## src/hdl/dyts_pkg.sv

```systemverilog
// Shared types, constants and angle helpers of the dual yaw target splitter.
// Depends on nothing; every other file of the block imports it.

package dyts_pkg;

  // Width of the internal binary angles; a full turn is 2**ANGLE_BITS.
  localparam int ANGLE_BITS = 16;
  // Width in which magnitudes are compared against the 15-bit soft limit.
  localparam int CMP_W      = (ANGLE_BITS > 15) ? ANGLE_BITS : 15;
  // Width of the signed error times the unsigned Q0.16 gain.
  localparam int PROD_W     = ANGLE_BITS + 17;

  localparam int FIELD_W    = 16;
  localparam int LIMIT_W    = 15;
  localparam int GAIN_W     = 16;
  localparam int CFG_IDX_W  = 2;

  typedef logic signed [ANGLE_BITS-1:0] angle_t;
  typedef logic        [ANGLE_BITS-1:0] angle_mag_t;
  typedef logic signed [FIELD_W-1:0]    field_t;
  typedef logic        [LIMIT_W-1:0]    limit_t;
  typedef logic        [GAIN_W-1:0]     gain_t;

  // Register indexes of the configuration port.
  typedef enum logic [CFG_IDX_W-1:0] {
    REG_IMU_OFFSET  = 2'd0,
    REG_SMALL_ZERO  = 2'd1,
    REG_SOFT_LIMIT  = 2'd2,
    REG_FOLLOW_GAIN = 2'd3
  } cfg_reg_t;

  localparam field_t IMU_OFFSET_RST  = '0;
  localparam field_t SMALL_ZERO_RST  = '0;
  localparam limit_t SOFT_LIMIT_RST  = 15'd10695;
  localparam gain_t  FOLLOW_GAIN_RST = 16'd6554;

  // Current register settings, handed from the register file to the datapath.
  typedef struct packed {
    field_t imu_offset;
    field_t small_zero;
    limit_t soft_limit;
    gain_t  follow_gain;
  } cfg_t;

  typedef struct packed {
    field_t target_yaw;
    field_t imu_yaw;
    field_t small_encoder;
  } in_item_t;

  typedef struct packed {
    field_t big_target;
    field_t small_enc_target;
    field_t small_real;
    field_t big_real;
  } out_item_t;

  // Sign-extend or wrap a 16-bit field to the internal angle width.
  function automatic angle_t to_angle(field_t v);
    return angle_t'(v);
  endfunction

  // Sign-extend or truncate an internal angle to a 16-bit field.
  function automatic field_t to_field(angle_t v);
    return field_t'(v);
  endfunction

  // Magnitude of a signed angle; the half-turn value maps to 2**(ANGLE_BITS-1).
  function automatic angle_mag_t mag(angle_t v);
    angle_mag_t u;
    u = angle_mag_t'(v);
    return v[ANGLE_BITS-1] ? (~u + 1'b1) : u;
  endfunction

endpackage

```

## src/hdl/dyts_split_core.sv

```systemverilog
// Combinational datapath of the dual yaw target splitter: stage angles,
// follow filter, soft-limit re-pins and the small-motor target.
// Depends on dyts_pkg.

module dyts_split_core import dyts_pkg::*; (
  input  cfg_t      cfg,
  input  in_item_t  item,
  input  angle_t    follow_target,
  input  logic      seeded,
  output angle_t    follow_target_next,
  output out_item_t result
);

  angle_t                   tgt, imu, enc, off, zero, lim_a;
  logic        [CMP_W-1:0]  lim_ext;
  angle_t                   small_real, big_real;
  angle_t                   ft_start, err, step, ft_follow;
  logic signed [PROD_W-1:0] prod, prod_rnd;
  angle_t                   r_diff, ft_cmd, m_diff, ft_meas;
  angle_t                   n_diff, need, smt;

  // Inputs and registers brought to the angle width.
  always_comb begin
    tgt     = to_angle(item.target_yaw);
    imu     = to_angle(item.imu_yaw);
    enc     = to_angle(item.small_encoder);
    off     = to_angle(cfg.imu_offset);
    zero    = to_angle(cfg.small_zero);
    lim_ext = CMP_W'(cfg.soft_limit);
    lim_a   = angle_t'(lim_ext[ANGLE_BITS-1:0]);
  end

  // Real global yaw of both stages.
  always_comb begin
    small_real = imu - off;
    big_real   = small_real + zero - enc;
  end

  // First-order follow with a rounded Q0.16 gain; the first item seeds the target.
  always_comb begin
    ft_start  = seeded ? follow_target : big_real;
    err       = tgt - ft_start;
    prod      = err * $signed({1'b0, cfg.follow_gain});
    prod_rnd  = prod + PROD_W'(1 << 15);
    step      = angle_t'(prod_rnd[ANGLE_BITS+15:16]);
    ft_follow = ft_start + step;
  end

  // Re-pin to the command, then to the measured relative angle.
  always_comb begin
    r_diff = tgt - ft_follow;
    if (CMP_W'(mag(r_diff)) > lim_ext) begin
      ft_cmd = r_diff[ANGLE_BITS-1] ? (tgt + lim_a) : (tgt - lim_a);
    end else begin
      ft_cmd = ft_follow;
    end
    m_diff = small_real - big_real;
    if (CMP_W'(mag(m_diff)) > lim_ext) begin
      ft_meas = m_diff[ANGLE_BITS-1] ? (small_real + lim_a) : (small_real - lim_a);
    end else begin
      ft_meas = ft_cmd;
    end
  end

  // Needed relative angle, clamped, gives the small-motor encoder target.
  always_comb begin
    n_diff = tgt - big_real;
    if (CMP_W'(mag(n_diff)) > lim_ext) begin
      need = n_diff[ANGLE_BITS-1] ? -lim_a : lim_a;
    end else begin
      need = n_diff;
    end
    smt = zero + need;
  end

  // Results.
  always_comb begin
    follow_target_next      = ft_meas;
    result.big_target       = to_field(ft_meas);
    result.small_enc_target = to_field(smt);
    result.small_real       = to_field(small_real);
    result.big_real         = to_field(big_real);
  end

endmodule

```

## config.mk

```make
export PLATFORM = sky130hd
export DESIGN_NAME = dyts_split_core
export DESIGN_NICKNAME = d
export VERILOG_FILES = /design/src/hdl/dyts_pkg.sv /design/src/hdl/dyts_split_core.sv
export SDC_FILE = /design/constraint.sdc
export NUM_CORES = 1
export LEC_CHECK = 0
export ABC_AREA = 1
export BUFFER_PORTS_ARGS = -buffer_cell sky130_fd_sc_hd__buf_4
export CORE_UTILIZATION = 55
export DETAILED_ROUTE_END_ITERATION = 8
export GPL_TIMING_DRIVEN = 0
export PLACE_DENSITY = 0.83
export SETUP_SLACK_MARGIN = 0.2
export SYNTH_ARGS = -nofsm -noshare
export SYNTH_HDL_FRONTEND = slang
export SYNTH_SLANG_ARGS = --single-unit
```

## constraint.sdc

```tcl
create_clock -name vclk -period 45.6
set_clock_uncertainty 0.05 [all_clocks]
set_input_delay 9.12 -clock vclk [all_inputs]
set_output_delay 9.12 -clock vclk [all_outputs]
set_load 0.01 [all_outputs]
```

==> flow_results.org <==
** Run status
- The run finished with clean final reports.

** Die
- After floorplanning, the core was divided into 69 placement rows.
- Pin placement for this block handled 208 I/O pins.
- The floorplan step set the die width to 194 µm.
- Once the floorplan was initialized, standard cells occupied 56.3% of the core.
- Floorplan die area :: 0.0375 mm²
- After floorplanning, the core was sized to cover 0.0358 mm².
- In this run the vertical extent of the chip is 194 µm.

** Route
- The detail route stage leaves a number of antenna-violating nets equal to 0.
- Iteration-0 DRC Markers :: 1,832
- First-pass detailed-route iteration total :: 7
- Post-detailed-route wirelength per cell :: 17.1 µm
- Wire length after detailed routing :: 64.0 mm
- After detailed routing, the number of remaining DRC violations is 0.
- Summing over every cut layer, the via total after detailed routing is 20,600.
- Via count normalized by instance count :: 5.50

** STA
- The smallest clock period supported by the final layout is computed as 36.84 ns.
- Max Transition Viols Final :: 0
- The worst pin sits at a relative slew slack of 36.8%.
- F_max :: 0.0271 GHz
- Final Cycle Share :: 80.8%
- Fin. Hold Viols :: 0
- Setup repair after global routing left no endpoint under its margin.
- Hold timing on the final database bottoms out at a slack of 18.55 ns.
- Setup violations remaining at the end of the flow were counted as 0.
- Transition at the pin with the smallest max-transition slack :: 0.941 ns
- For the final routed database, the setup TNS stands at 0 ns.

** Clock network
- Number of buffers added for setup after CTS :: 0
- In this run, post-CTS repair resized a total of 0 instances.
- For this design, the CTS-stage hold fixing added 0 buffers.

** Synthesis
- Averaged over all synthesized cells, the footprint is 6.55 µm².
- Synthesized cell area :: 0.0202 mm²
- The netlist uses 63 different library cells.
- Yosys warns :: 0
- Total nets after synthesis :: 3,718
- The share of the Yosys chip area taken by registers is 0%.
- Gate Count Post-Synth :: 3,082

** Layout
- Cells with a size suffix above 1 make up 10.9% of the layout.
- Summing all flip-flop and latch instances after layout gives 0 µm².
- Compared with the post-synthesis result, the final layout area differs by 10.5%.
- Number of clock buffer instances in the layout :: 0
- The final layout contains a sequential cell count of 0.
- For this run, the post-layout net count is 3,924.

** Worst setup path
- The worst setup path is captured at an output port.
- STA classifies the critical path startpoint as an input port.
- On the critical path, the stage with the largest delay is an instance of sky130_fd_sc_hd__xor2_1.
- Crit Path Max Fanout :: 10
- Critical path's most frequent cell :: sky130_fd_sc_hd__nand2_1
- By startpoint and endpoint, the worst setup path is classified as input port to output port.
- At the worst endpoint, the required time is 36.43 ns.
- Arr. time, crit path :: 27.67 ns
- CP peak stage delay :: 0.73 ns

** GRT
- For this run, the total global-route usage over all layers was measured as 34.1%.
- Gr ovfl total :: 0
- Entering global routing, the biggest net connects 11 pins.
- Wire length of the first global-routing pass :: 101 mm
- Via count of the first global-routing pass :: 19,600
- The initial antenna violation count was 1.

** Placement
- At the end of routability-driven placement, the weighted congestion stood at 1.03.
- Input and output buffers added on the ports amount to 204.
- Post-detail-place hpwl :: 55.8 mm

** Hold path
- Hold path startpoint :: cfg[31]
- Hold/Removal Path Class :: input port to output port
- Endpoint of the worst hold path :: result[32]
- Worst hold path cell count :: 3

** Flow run
- Max-Cap Viols :: 0
==> logic make-up (layout without fill, tap and decap cells) <==
logic type / count (synthesis) / in the layout / synth area share (%)
and+or+nand+nor: 1333 / 1333 / 28.6
adders and majority gates: 508 / 508 / 39.6
buffers and inverters: 731 / 935 / 14.2
AOI/OAI and AO/OA: 336 / 336 / 9.71
xor gates and xnor gates: 174 / 174 / 7.90
other: 0 / 1 / 0
==> stage by stage <==
stage | utilization [%] | worst slack [ns] | area, µm² | instances
finish | 62.2 | 8.76 | 22300 | 3748
global route | 62.2 | 7.53 | 22300 | 3747
CTS | 62.2 | 9.14 | 22300 | 3747
detailed placement | 62.2 | 9.18 | 22300 | 3747
global placement | 62.2 | 9.39 | 22300 | 3747
floorplan | - | 12.74 | 20200 | 3082
==> layout by cell type, fill, tap and decap left out, types with 6 or more instances in the layout <==
cell type	instances
sky130_fd_sc_hd__nor2_2	7
sky130_fd_sc_hd__nand2_1	771
sky130_fd_sc_hd__inv_2	13
sky130_fd_sc_hd__nor2_1	206
sky130_fd_sc_hd__buf_4	224
sky130_fd_sc_hd__nand3_1	194
sky130_fd_sc_hd__nor4_1	6
sky130_fd_sc_hd__clkinv_1	8
sky130_fd_sc_hd__buf_2	10
sky130_fd_sc_hd__o21ai_1	21
sky130_fd_sc_hd__o21ai_0	79
sky130_fd_sc_hd__ha_1	291
sky130_fd_sc_hd__a21oi_1	155
sky130_fd_sc_hd__nand3_2	11
sky130_fd_sc_hd__nand2_4	6
sky130_fd_sc_hd__fa_1	217
sky130_fd_sc_hd__nor3_1	26
sky130_fd_sc_hd__o211ai_1	18
sky130_fd_sc_hd__nand4_1	28
sky130_fd_sc_hd__a21o_1	7
sky130_fd_sc_hd__nand2_2	27
sky130_fd_sc_hd__nand3b_1	12
sky130_fd_sc_hd__o21bai_1	18
sky130_fd_sc_hd__xor2_1	125
sky130_fd_sc_hd__xnor2_1	41
sky130_fd_sc_hd__clkbuf_1	33
sky130_fd_sc_hd__inv_1	641
sky130_fd_sc_hd__or2_2	20
sky130_fd_sc_hd__xor2_2	7
==> worst max-delay path, delay by kind of cell <==
family	cells	cell delay (ns)
XOR/XNOR	5	2.22
adder cells (fa/ha/maj)	15	6.32
buffers and inverters	12	1.78
AND/OR/NAND/NOR	40	4.12
AO/OA/AOI/OAI	20	4.09
==> cell type report <==
cell class / instances / area [µm²]
diodes: 1 / 2.50
plain buffers: 68 / 380
fillers: 3340 / 13500
inverters: 663 / 2490
multi-input cells: 2351 / 17300
well taps: 461 / 577
repair buffers: 204 / 1530
==> Yosys cell counts (27+ instances only) <==
| cell type | n | area (µm²) |
|---|---|---|
| sky130_fd_sc_hd__o21ai_0 | 79 | 395 |
| sky130_fd_sc_hd__nor2_1 | 206 | 773 |
| sky130_fd_sc_hd__xnor2_1 | 41 | 359 |
| sky130_fd_sc_hd__fa_1 | 217 | 4340 |
| sky130_fd_sc_hd__nand2_1 | 771 | 2890 |
| sky130_fd_sc_hd__a21oi_1 | 155 | 776 |
| sky130_fd_sc_hd__inv_1 | 641 | 2410 |
| sky130_fd_sc_hd__nand4_1 | 28 | 175 |
| sky130_fd_sc_hd__xor2_1 | 125 | 1090 |
| sky130_fd_sc_hd__nand3_1 | 194 | 971 |
| sky130_fd_sc_hd__clkbuf_1 | 33 | 124 |
| sky130_fd_sc_hd__ha_1 | 291 | 3640 |
| sky130_fd_sc_hd__nand2_2 | 27 | 169 |
==> metal layers <==
layer	global-route usage [%]	up-vias	routed length (µm)
met4	13.3	0	3330
li1	-	9987	-
met1	44.1	9403	25300
met2	57.8	1040	28700
met3	4.48	196	6680
met5	0	-	0
==> how the worst max path moves through the flow <==
stage          slack [ns]         end     start  depth (start not counted)
2_1_floorplan       12.74  result[62]  item[16]                         97
3_3_place_gp         9.39  result[63]  item[16]                         94
3_5_place_dp         9.18  result[63]  item[16]                         92
4_1_cts              9.14  result[63]  item[16]                         92
5_1_grt              7.53  result[63]  item[16]                         92
6_report             8.76  result[63]  item[16]                         92
Power is not shown: default switching activity piles up to over one toggle a cycle in this logic, so the estimate is an artifact.
