## config.mk

```make
export PLATFORM = sky130hd
export DESIGN_NAME = dyts_cfg_regs_flat
export DESIGN_NICKNAME = d
export VERILOG_FILES = /design/src/hdl/dyts_pkg.sv /design/src/hdl/dyts_ifs.sv /design/src/hdl/dyts_cfg_regs.sv /design/src/flat_wrapper.sv
export SDC_FILE = /design/constraint.sdc
export NUM_CORES = 1
export LEC_CHECK = 0
export ABC_AREA = 1
export BUFFER_PORTS_ARGS = -buffer_cell sky130_fd_sc_hd__clkbuf_2
export CAP_MARGIN = 25
export CORE_ASPECT_RATIO = 0.8
export CORE_MARGIN = 2
export CORE_UTILIZATION = 25
export CTS_CLUSTER_DIAMETER = 120
export DETAILED_ROUTE_END_ITERATION = 8
export REMOVE_ABC_BUFFERS = 1
export SYNTH_ARGS = -nofsm -noshare
export SYNTH_HDL_FRONTEND = slang
export SYNTH_SLANG_ARGS = --single-unit
```

## constraint.sdc

```tcl
create_clock -name clk -period 0.8 [get_ports clk]
set_input_delay 0.12 -clock clk [delete_from_list [all_inputs] [get_ports clk]]
set_output_delay 0.12 -clock clk [all_outputs]
set_load 0.01 [all_outputs]
```

## src/hdl/dyts_pkg.sv

```systemverilog
// Shared types, constants and angle helpers of the dual yaw target splitter.
// Depends on nothing; every other file of the block imports it.

package dyts_pkg;

  // Width of the internal binary angles; a full turn is 2**ANGLE_BITS.
  localparam int ANGLE_BITS = 16;
  // Width in which magnitudes are compared against the 15-bit soft limit.
  localparam int CMP_W      = (ANGLE_BITS > 15) ? ANGLE_BITS : 15;
  // Width of the signed error times the unsigned Q0.16 gain.
  localparam int PROD_W     = ANGLE_BITS + 17;

  localparam int FIELD_W    = 16;
  localparam int LIMIT_W    = 15;
  localparam int GAIN_W     = 16;
  localparam int CFG_IDX_W  = 2;

  typedef logic signed [ANGLE_BITS-1:0] angle_t;
  typedef logic        [ANGLE_BITS-1:0] angle_mag_t;
  typedef logic signed [FIELD_W-1:0]    field_t;
  typedef logic        [LIMIT_W-1:0]    limit_t;
  typedef logic        [GAIN_W-1:0]     gain_t;

  // Register indexes of the configuration port.
  typedef enum logic [CFG_IDX_W-1:0] {
    REG_IMU_OFFSET  = 2'd0,
    REG_SMALL_ZERO  = 2'd1,
    REG_SOFT_LIMIT  = 2'd2,
    REG_FOLLOW_GAIN = 2'd3
  } cfg_reg_t;

  localparam field_t IMU_OFFSET_RST  = '0;
  localparam field_t SMALL_ZERO_RST  = '0;
  localparam limit_t SOFT_LIMIT_RST  = 15'd10695;
  localparam gain_t  FOLLOW_GAIN_RST = 16'd6554;

  // Current register settings, handed from the register file to the datapath.
  typedef struct packed {
    field_t imu_offset;
    field_t small_zero;
    limit_t soft_limit;
    gain_t  follow_gain;
  } cfg_t;

  typedef struct packed {
    field_t target_yaw;
    field_t imu_yaw;
    field_t small_encoder;
  } in_item_t;

  typedef struct packed {
    field_t big_target;
    field_t small_enc_target;
    field_t small_real;
    field_t big_real;
  } out_item_t;

  // Sign-extend or wrap a 16-bit field to the internal angle width.
  function automatic angle_t to_angle(field_t v);
    return angle_t'(v);
  endfunction

  // Sign-extend or truncate an internal angle to a 16-bit field.
  function automatic field_t to_field(angle_t v);
    return field_t'(v);
  endfunction

  // Magnitude of a signed angle; the half-turn value maps to 2**(ANGLE_BITS-1).
  function automatic angle_mag_t mag(angle_t v);
    angle_mag_t u;
    u = angle_mag_t'(v);
    return v[ANGLE_BITS-1] ? (~u + 1'b1) : u;
  endfunction

endpackage

```

## src/hdl/dyts_ifs.sv

```systemverilog


// Configuration write channel.
interface dyts_cfg_if import dyts_pkg::*; ();
  logic                 valid;
  logic                 ready;
  logic [CFG_IDX_W-1:0] index;
  logic [FIELD_W-1:0]   data;

  modport source (output valid, index, data, input ready);
  modport sink   (input valid, index, data, output ready);
endinterface

```

## src/hdl/dyts_cfg_regs.sv

```systemverilog
// Configuration register file of the dual yaw target splitter.
// Depends on dyts_pkg and the dyts_cfg_if interface.

module dyts_cfg_regs import dyts_pkg::*; (
  input  logic        clk,
  input  logic        rst,
  dyts_cfg_if.sink    cfg_ch,
  output cfg_t        cfg
);

  // Writes are always taken.
  assign cfg_ch.ready = 1'b1;

  // Register writes, each masked to its own width.
  always_ff @(posedge clk) begin
    if (rst) begin
      cfg.imu_offset  <= IMU_OFFSET_RST;
      cfg.small_zero  <= SMALL_ZERO_RST;
      cfg.soft_limit  <= SOFT_LIMIT_RST;
      cfg.follow_gain <= FOLLOW_GAIN_RST;
    end else if (cfg_ch.valid) begin
      case (cfg_reg_t'(cfg_ch.index))
        REG_IMU_OFFSET:  cfg.imu_offset  <= field_t'(cfg_ch.data);
        REG_SMALL_ZERO:  cfg.small_zero  <= field_t'(cfg_ch.data);
        REG_SOFT_LIMIT:  cfg.soft_limit  <= cfg_ch.data[LIMIT_W-1:0];
        REG_FOLLOW_GAIN: cfg.follow_gain <= cfg_ch.data[GAIN_W-1:0];
        default: begin
        end
      endcase
    end
  end

endmodule

```

## src/flat_wrapper.sv

```systemverilog
// flat-port wrapper written by rule: the top's interface ports become plain ports
module dyts_cfg_regs_flat import dyts_pkg::*;
  (clk, rst, cfg, cfg_ch_valid, cfg_ch_index, cfg_ch_data, cfg_ch_ready);
  dyts_cfg_if cfg_ch_i ();
  input  logic clk;
  input  logic rst;
  output cfg_t cfg;
  input wire logic [$bits(cfg_ch_i.valid)-1:0] cfg_ch_valid;
  input wire logic [$bits(cfg_ch_i.index)-1:0] cfg_ch_index;
  input wire logic [$bits(cfg_ch_i.data)-1:0] cfg_ch_data;
  output wire logic [$bits(cfg_ch_i.ready)-1:0] cfg_ch_ready;
  assign cfg_ch_i.valid = cfg_ch_valid;
  assign cfg_ch_i.index = cfg_ch_index;
  assign cfg_ch_i.data = cfg_ch_data;
  assign cfg_ch_ready = cfg_ch_i.ready;
  dyts_cfg_regs u_core (.clk(clk), .rst(rst), .cfg_ch(cfg_ch_i), .cfg(cfg));
endmodule
```

==> impl_metrics.json, run 1 <==
{
  "status": "complete, but fails checks",
  "violations": "negative setup slack",
  "worstRegToRegCells": 3,
  "critPathKind": "register to output pin",
  "clock_latency_ns": 0.33,
  "worstHoldStart": "cfg_ch_data[12]",
  "setup-violations-final": 63,
  "period_minus_slack_ns": 0.9078,
  "largest_reg_flops": 63,
  "clk_pin_slew_worst_paths_ns": 0.05,
  "slowest_delay_ns": 0.35,
  "grtUsageTotal": 0.1410,
  "synth_top_flop_cell": "dfxtp_1",
  "power_density_mw_per_mm2": 2040,
  "reg.largest.list": "u_core.cfg x63",
  "synth_top_area_frac": 0.4924,
  "synthToLayoutAreaGrowth_pct": 55.98,
  "cts_hold_buf": 0,
  "syn_area_mm2": 0.002561,
  "vdd_drop_max_v": 0.0008885,
  "clockRootBuffer": "clkbuf_16",
  "cp-start-kind": "register",
  "pre_cts_ws_ns": -0.1683,
  "cts_tree": "built",
  "p_leak_nw": 2.050,
  "cp.arrival_ns": 0.79,
  "yosysWarningCount": 0,
  "io_buffers": 83,
  "r2r-end": "u_core.cfg[11]",
  "gp_congestion": 0.7621,
  "ios": 85,
  "async_reset_ff_frac": 0,
  "fin_cells": 614,
  "ys_seq_elements": 63,
  "fin_hold_ws_ns": 0.04194,
  "timing.rr.start": "u_core.cfg[11]",
  "dp.final_hpwl_mm": 5.286,
  "grt_pass1_vias": 2302,
  "wl_mm": 7.692,
  "grt_max_degree": 34,
  "synth_area_leaders": "dfxtp_1 (49%), nand2_1 (15%), nor2_1 (12%)",
  "cts.sinks": 63,
  "grt-ovfl-total": 0,
  "worst-path-buf-inv": 1,
  "first_pass_iters": 4,
  "finalPower_mw": 8.149,
  "cts_buffer_depth": 2,
  "dp.cells": 598,
  "timing.setup.tns_ns": -5.127,
  "vias": 2608,
  "finalClockSkew_ns": 0,
  "hold_end": "u_core.cfg[12]",
  "cp_max_fo": 2,
  "syn-instance-count": 380,
  "hold_viol_final": 0,
  "design_area_mm2": 0.003995,
  "cp_cell_sequence": "buf_6",
  "ys_seq_area_frac": 0.4924,
  "cp_top_family": "flip-flops",
  "regMostFlops": "u_core.cfg",
  "drv_slew": 0,
  "initial_core_util": 0.2532,
  "synth.most_common_cell": "nand2_1",
  "wl_per_cell_um": 12.53,
  "rsz0062_at_grt": "yes",
  "die_x_um": 117.2,
  "setup_slack_ns": -0.1078,
  "drt_iter0_markers": 124,
  "synth_area_per_cell_um2": 6.740,
  "row_count": 33,
  "ys_types": 14,
  "synth_top_area_cell": "dfxtp_1",
  "h-tree-depth": 3,
  "antenna_found_initial": 0,
  "drive_above_1_share": 0.3840,
  "post-route-drc-count": 0,
  "netlist_top_cells_count": "nand2_1 (102), nor2_1 (81), dfxtp_1 (63)",
  "core_mm2": 0.01012,
  "die_y_um": 94.53,
  "vias_per_cell": 4.248,
  "antenna_left": 0,
  "final_nets": 492,
  "critPathLaunch": "u_core.cfg[54]",
  "reg2reg_slack_ns": 0.11,
  "cp-end-kind": "output pin",
  "cp_data_required_time_ns": 0.68,
  "cts_buffers": 9,
  "synth_edf_count": 0,
  "hp-class": "primary input to register",
  "fin_util": 0.3949,
  "timing.final.crit_share": 1.135,
  "min_path_cells": 3,
  "grt_pass1_wl_mm": 11.65,
  "die-area_mm2": 0.01108,
  "diodes": 0,
  "max_freq_ghz": 1.102,
  "slowest_stage": "dfxtp_2",
  "cap_violations": 0,
  "placed_area_mm2": 0.003231
}
layer usage:
metal / track usage / up-vias / wire, µm
met1: 0.1836 / 1201 / 3582
met2: 0.2136 / 75 / 3468
met5: 0 / - / 0
met3: 0.06033 / 11 / 563
met4: 0.03824 / 0 / 78
li1: - / 1321 / -
kinds of logic after synthesis:
group,after synthesis,share of synthesized area
compound gates,16,0.03127
buf+inv,75,0.1187
flops,63,0.4924
simple gates,225,0.3561
other cells,1,0.001464
power breakdown:
| group | leakage [nW] | total, mW | internal, mW | switching, mW |
|---|---|---|---|---|
| logic | 1.39 | 1.14 | 0.561 | 0.576 |
| clock network | 0.132 | 3.54 | 2.22 | 1.32 |
| registers | 0.530 | 3.47 | 3.34 | 0.126 |
| total | 2.05 | 8.15 | 6.13 | 2.02 |
placed cells by master, fill, tap and decap left out, drive strengths merged, types with 8 or more instances in the layout:
master	Yosys	final
buf	20	83
inv	52	52
nand3	34	34
clkbuf	3	33
nor2	81	81
nand2	102	102
nand4	8	8
a21oi	16	16
dfxtp	63	63
worst max-delay path by stage:
stage	slack [ns]	endpoint	cells past startpoint
4_1_cts	-0.14	cfg[54]	1
3_3_place_gp	-0.17	u_core.cfg[11]	5
3_5_place_dp	-0.17	u_core.cfg[7]	5
5_1_grt	-0.14	cfg[49]	1
6_report	-0.11	cfg[54]	1
2_1_floorplan	-0.69	u_core.cfg[47]	4
layout make-up:
class | count | area (µm²)
fillers | 1047 | 6121
well taps | 140 | 175.2
flip-flops and latches | 63 | 1340
clock buffers | 13 | 260.3
clock inverters | 1 | 5.005
inverters | 52 | 195.2
repair buffers | 103 | 1021
multi-input cells | 242 | 998.5
what timing repair did:
| action | CTS | global route |
|---|---|---|
| setup buffers | 2 | 0 |
| gates resized for setup | 66 | 125 |
| endpoints found under the setup margin | 63 | 63 |
| pin swaps | 0 | 0 |
Note: power is estimated with default switching activity, not from simulation.
==> run 2, diff against run 1 <==
- ABC_AREA: 1 -> not set
==> run 2 against run 1 <==
  * The run still ends with negative setup slack left
  * Via count shrank 25%
  * First-iteration DRC count shrank 60%
  * Combinational power shrank 26%
  * Largest cell class unchanged
  * Highest routed layer unchanged
  * Synthesized cell count shrank 36%
  * Utilization grew 1.1 points
  * Sequential cell count is the same
  * Die area is essentially flat
==> impl_metrics.json, run 2 <==
{
  "final_nets": 367,
  "cap_violations": 0,
  "fillCellCount": 987,
  "wl_per_cell_um": 12.70,
  "syn-instance-count": 244,
  "first_pass_iters": 6,
  "yosysWarningCount": 0,
  "pre_cts_ws_ns": -0.2646,
  "die_y_um": 94.51,
  "ys_types": 16,
  "synth_area_per_cell_um2": 10.49,
  "max_freq_ghz": 1.124,
  "drt_iter0_markers": 50,
  "status": "complete, but fails checks",
  "largest_reg_flops": 63,
  "post-route-drc-count": 0,
  "layout_common_cells": "nand2b_1 (64), buf_6 (64), mux2i_1 (63), dfxtp_2 (63), nor2_1 (26)",
  "ios": 85,
  "grt_max_degree": 49,
  "clk_pin_slew_worst_paths_ns": 0.05,
  "cp-end-kind": "output pin",
  "fin_cells": 491,
  "rsz0062_at_grt": "yes",
  "hold_viol_final": 0,
  "die-area_mm2": 0.01107,
  "cp-start-kind": "register",
  "synthToLayoutAreaGrowth_pct": 60.36,
  "drv_slew": 0,
  "grtUsageTotal": 0.1080,
  "die_x_um": 117.1,
  "grt_pass1_vias": 1812,
  "critPathKind": "register to output pin",
  "antenna_found_initial": 0,
  "cp_data_required_time_ns": 0.68,
  "p_leak_nw": 1.870,
  "ys_seq_elements": 63,
  "synth_top_area_frac": 0.4927,
  "timing.final.crit_share": 1.112,
  "power_density_mw_per_mm2": 1986,
  "cp.arrival_ns": 0.77,
  "cp_max_fo": 2,
  "netlist_top_cells_count": "nand2b_1 (64), dfxtp_1 (63), mux2i_1 (63)",
  "row_count": 33,
  "synth_area_leaders": "dfxtp_1 (49%), mux2i_1 (25%), nand2b_1 (16%)",
  "cts_buffer_depth": 2,
  "cts_tree": "built",
  "regMostFlops": "u_core.cfg",
  "clockRootBuffer": "clkbuf_16",
  "fin_util": 0.4058,
  "vdd_drop_max_v": 0.001011,
  "finalPower_mw": 8.151,
  "grt_pass1_wl_mm": 8.997,
  "async_reset_ff_frac": 0,
  "synth.most_common_cell": "nand2b_1",
  "wl_mm": 6.235,
  "finalClockSkew_ns": 0,
  "clock_latency_ns": 0.32,
  "initial_core_util": 0.2531,
  "slowest_stage": "dfxtp_2",
  "hp-class": "primary input to register",
  "core_mm2": 0.01012,
  "cp_cell_sequence": "buf_8",
  "diodes": 0,
  "setup_slack_ns": -0.08938,
  "grt-ovfl-total": 0,
  "cts.sinks": 63,
  "period_minus_slack_ns": 0.8894,
  "vias_per_cell": 4.002,
  "placed_area_mm2": 0.003199,
  "synth_edf_count": 0,
  "setup-violations-final": 64,
  "syn_area_mm2": 0.002560,
  "synth_top_flop_cell": "dfxtp_1",
  "h-tree-depth": 3,
  "slowest_delay_ns": 0.35,
  "cts_buffers": 9,
  "gp_congestion": 0.7260,
  "vias": 1965,
  "worst-path-buf-inv": 1,
  "ys_seq_area_frac": 0.4927,
  "cp_top_family": "flip-flops",
  "reg.largest.list": "u_core.cfg x63",
  "antenna_left": 0,
  "drive_above_1_share": 0.5470,
  "dp.final_hpwl_mm": 4.186,
  "design_area_mm2": 0.004105,
  "violations": "negative setup slack",
  "synth_top_area_cell": "dfxtp_1",
  "io_buffers": 83,
  "dp.cells": 461,
  "cts_hold_buf": 0
}
[run 2: final cells by class]
| type | count | area, µm² | share of cell area |
|---|---|---|---|
| clock buffer | 11 | 252.7 | 0.06157 |
| clock inverter | 5 | 56.30 | 0.01372 |
| multi-input combinational | 162 | 1200 | 0.2923 |
| sequential | 63 | 1340 | 0.3264 |
| tap | 140 | 175.2 | 0.04267 |
| timing repair buffer | 110 | 1081 | 0.2633 |
[run 2: timing repair]
action                                  CTS  global route
buffers inserted                          7             7
gates resized for setup                  65           128
endpoints found under the setup margin   63            65
pin swaps                                 0             0
[run 2: worst paths after layout]
| check | start | to | slack (ns) | depth (start not counted) |
|---|---|---|---|---|
| worst max-delay path | u_core.cfg[55] | cfg[55] | -0.09 | 1 |
| worst min-delay path | cfg_ch_data[4] | u_core.cfg[4] | 0.08 | 3 |
| worst max register to register | u_core.cfg[61] | u_core.cfg[61] | -0.01 | 4 |
| worst min register to register | u_core.cfg[42] | u_core.cfg[42] | 0.48 | 2 |
[run 2: per-layer routing]
metal | global-route usage | share of wire | wire [µm] | vias up
li1 | - | - | - | 998
met1 | 0.1422 | 0.49 | 3028 | 907
met2 | 0.1594 | 0.45 | 2836 | 55
met3 | 0.03979 | 0.051 | 318 | 5
met4 | 0.04412 | 0.0083 | 52 | 0
met5 | 0 | 0 | 0 | -
[run 2: per-stage QoR]
step | hold slack (ns) | setup TNS (ns)
floorplan | 0.2763 | -4.397
detailed placement | 0.4103 | -11.67
global route | 0.09043 | -6.628
CTS | 0.06266 | -6.609
finish | 0.08185 | -4.591
global placement | 0.3928 | -10.43
[run 2: worst reg2reg max path, delay by kind of cell, from the launching register on]
kind,cells,cell delay [ns]
flip-flops,1,0.33
buffers and inverters,2,0.24
multiplexers,1,0.07
AND/OR/NAND/NOR,1,0.06
[run 2: cell families (layout without fill, tap and decap cells)]
logic type / count (synthesis) / count (layout) / share of synthesized area
flops: 63 / 63 / 0.4927
simple gates: 98 / 98 / 0.2209
other cells: 1 / 1 / 0.001465
buf+inv: 19 / 126 / 0.03861
mux: 63 / 63 / 0.2463
[run 2: power by group]
part           internal (mW)  switching (mW)  leakage, nW
registers               3.28          0.0821        0.528
logic                  0.489           0.359         1.19
clock network           2.57            1.37        0.152
total                   6.34            1.81         1.87
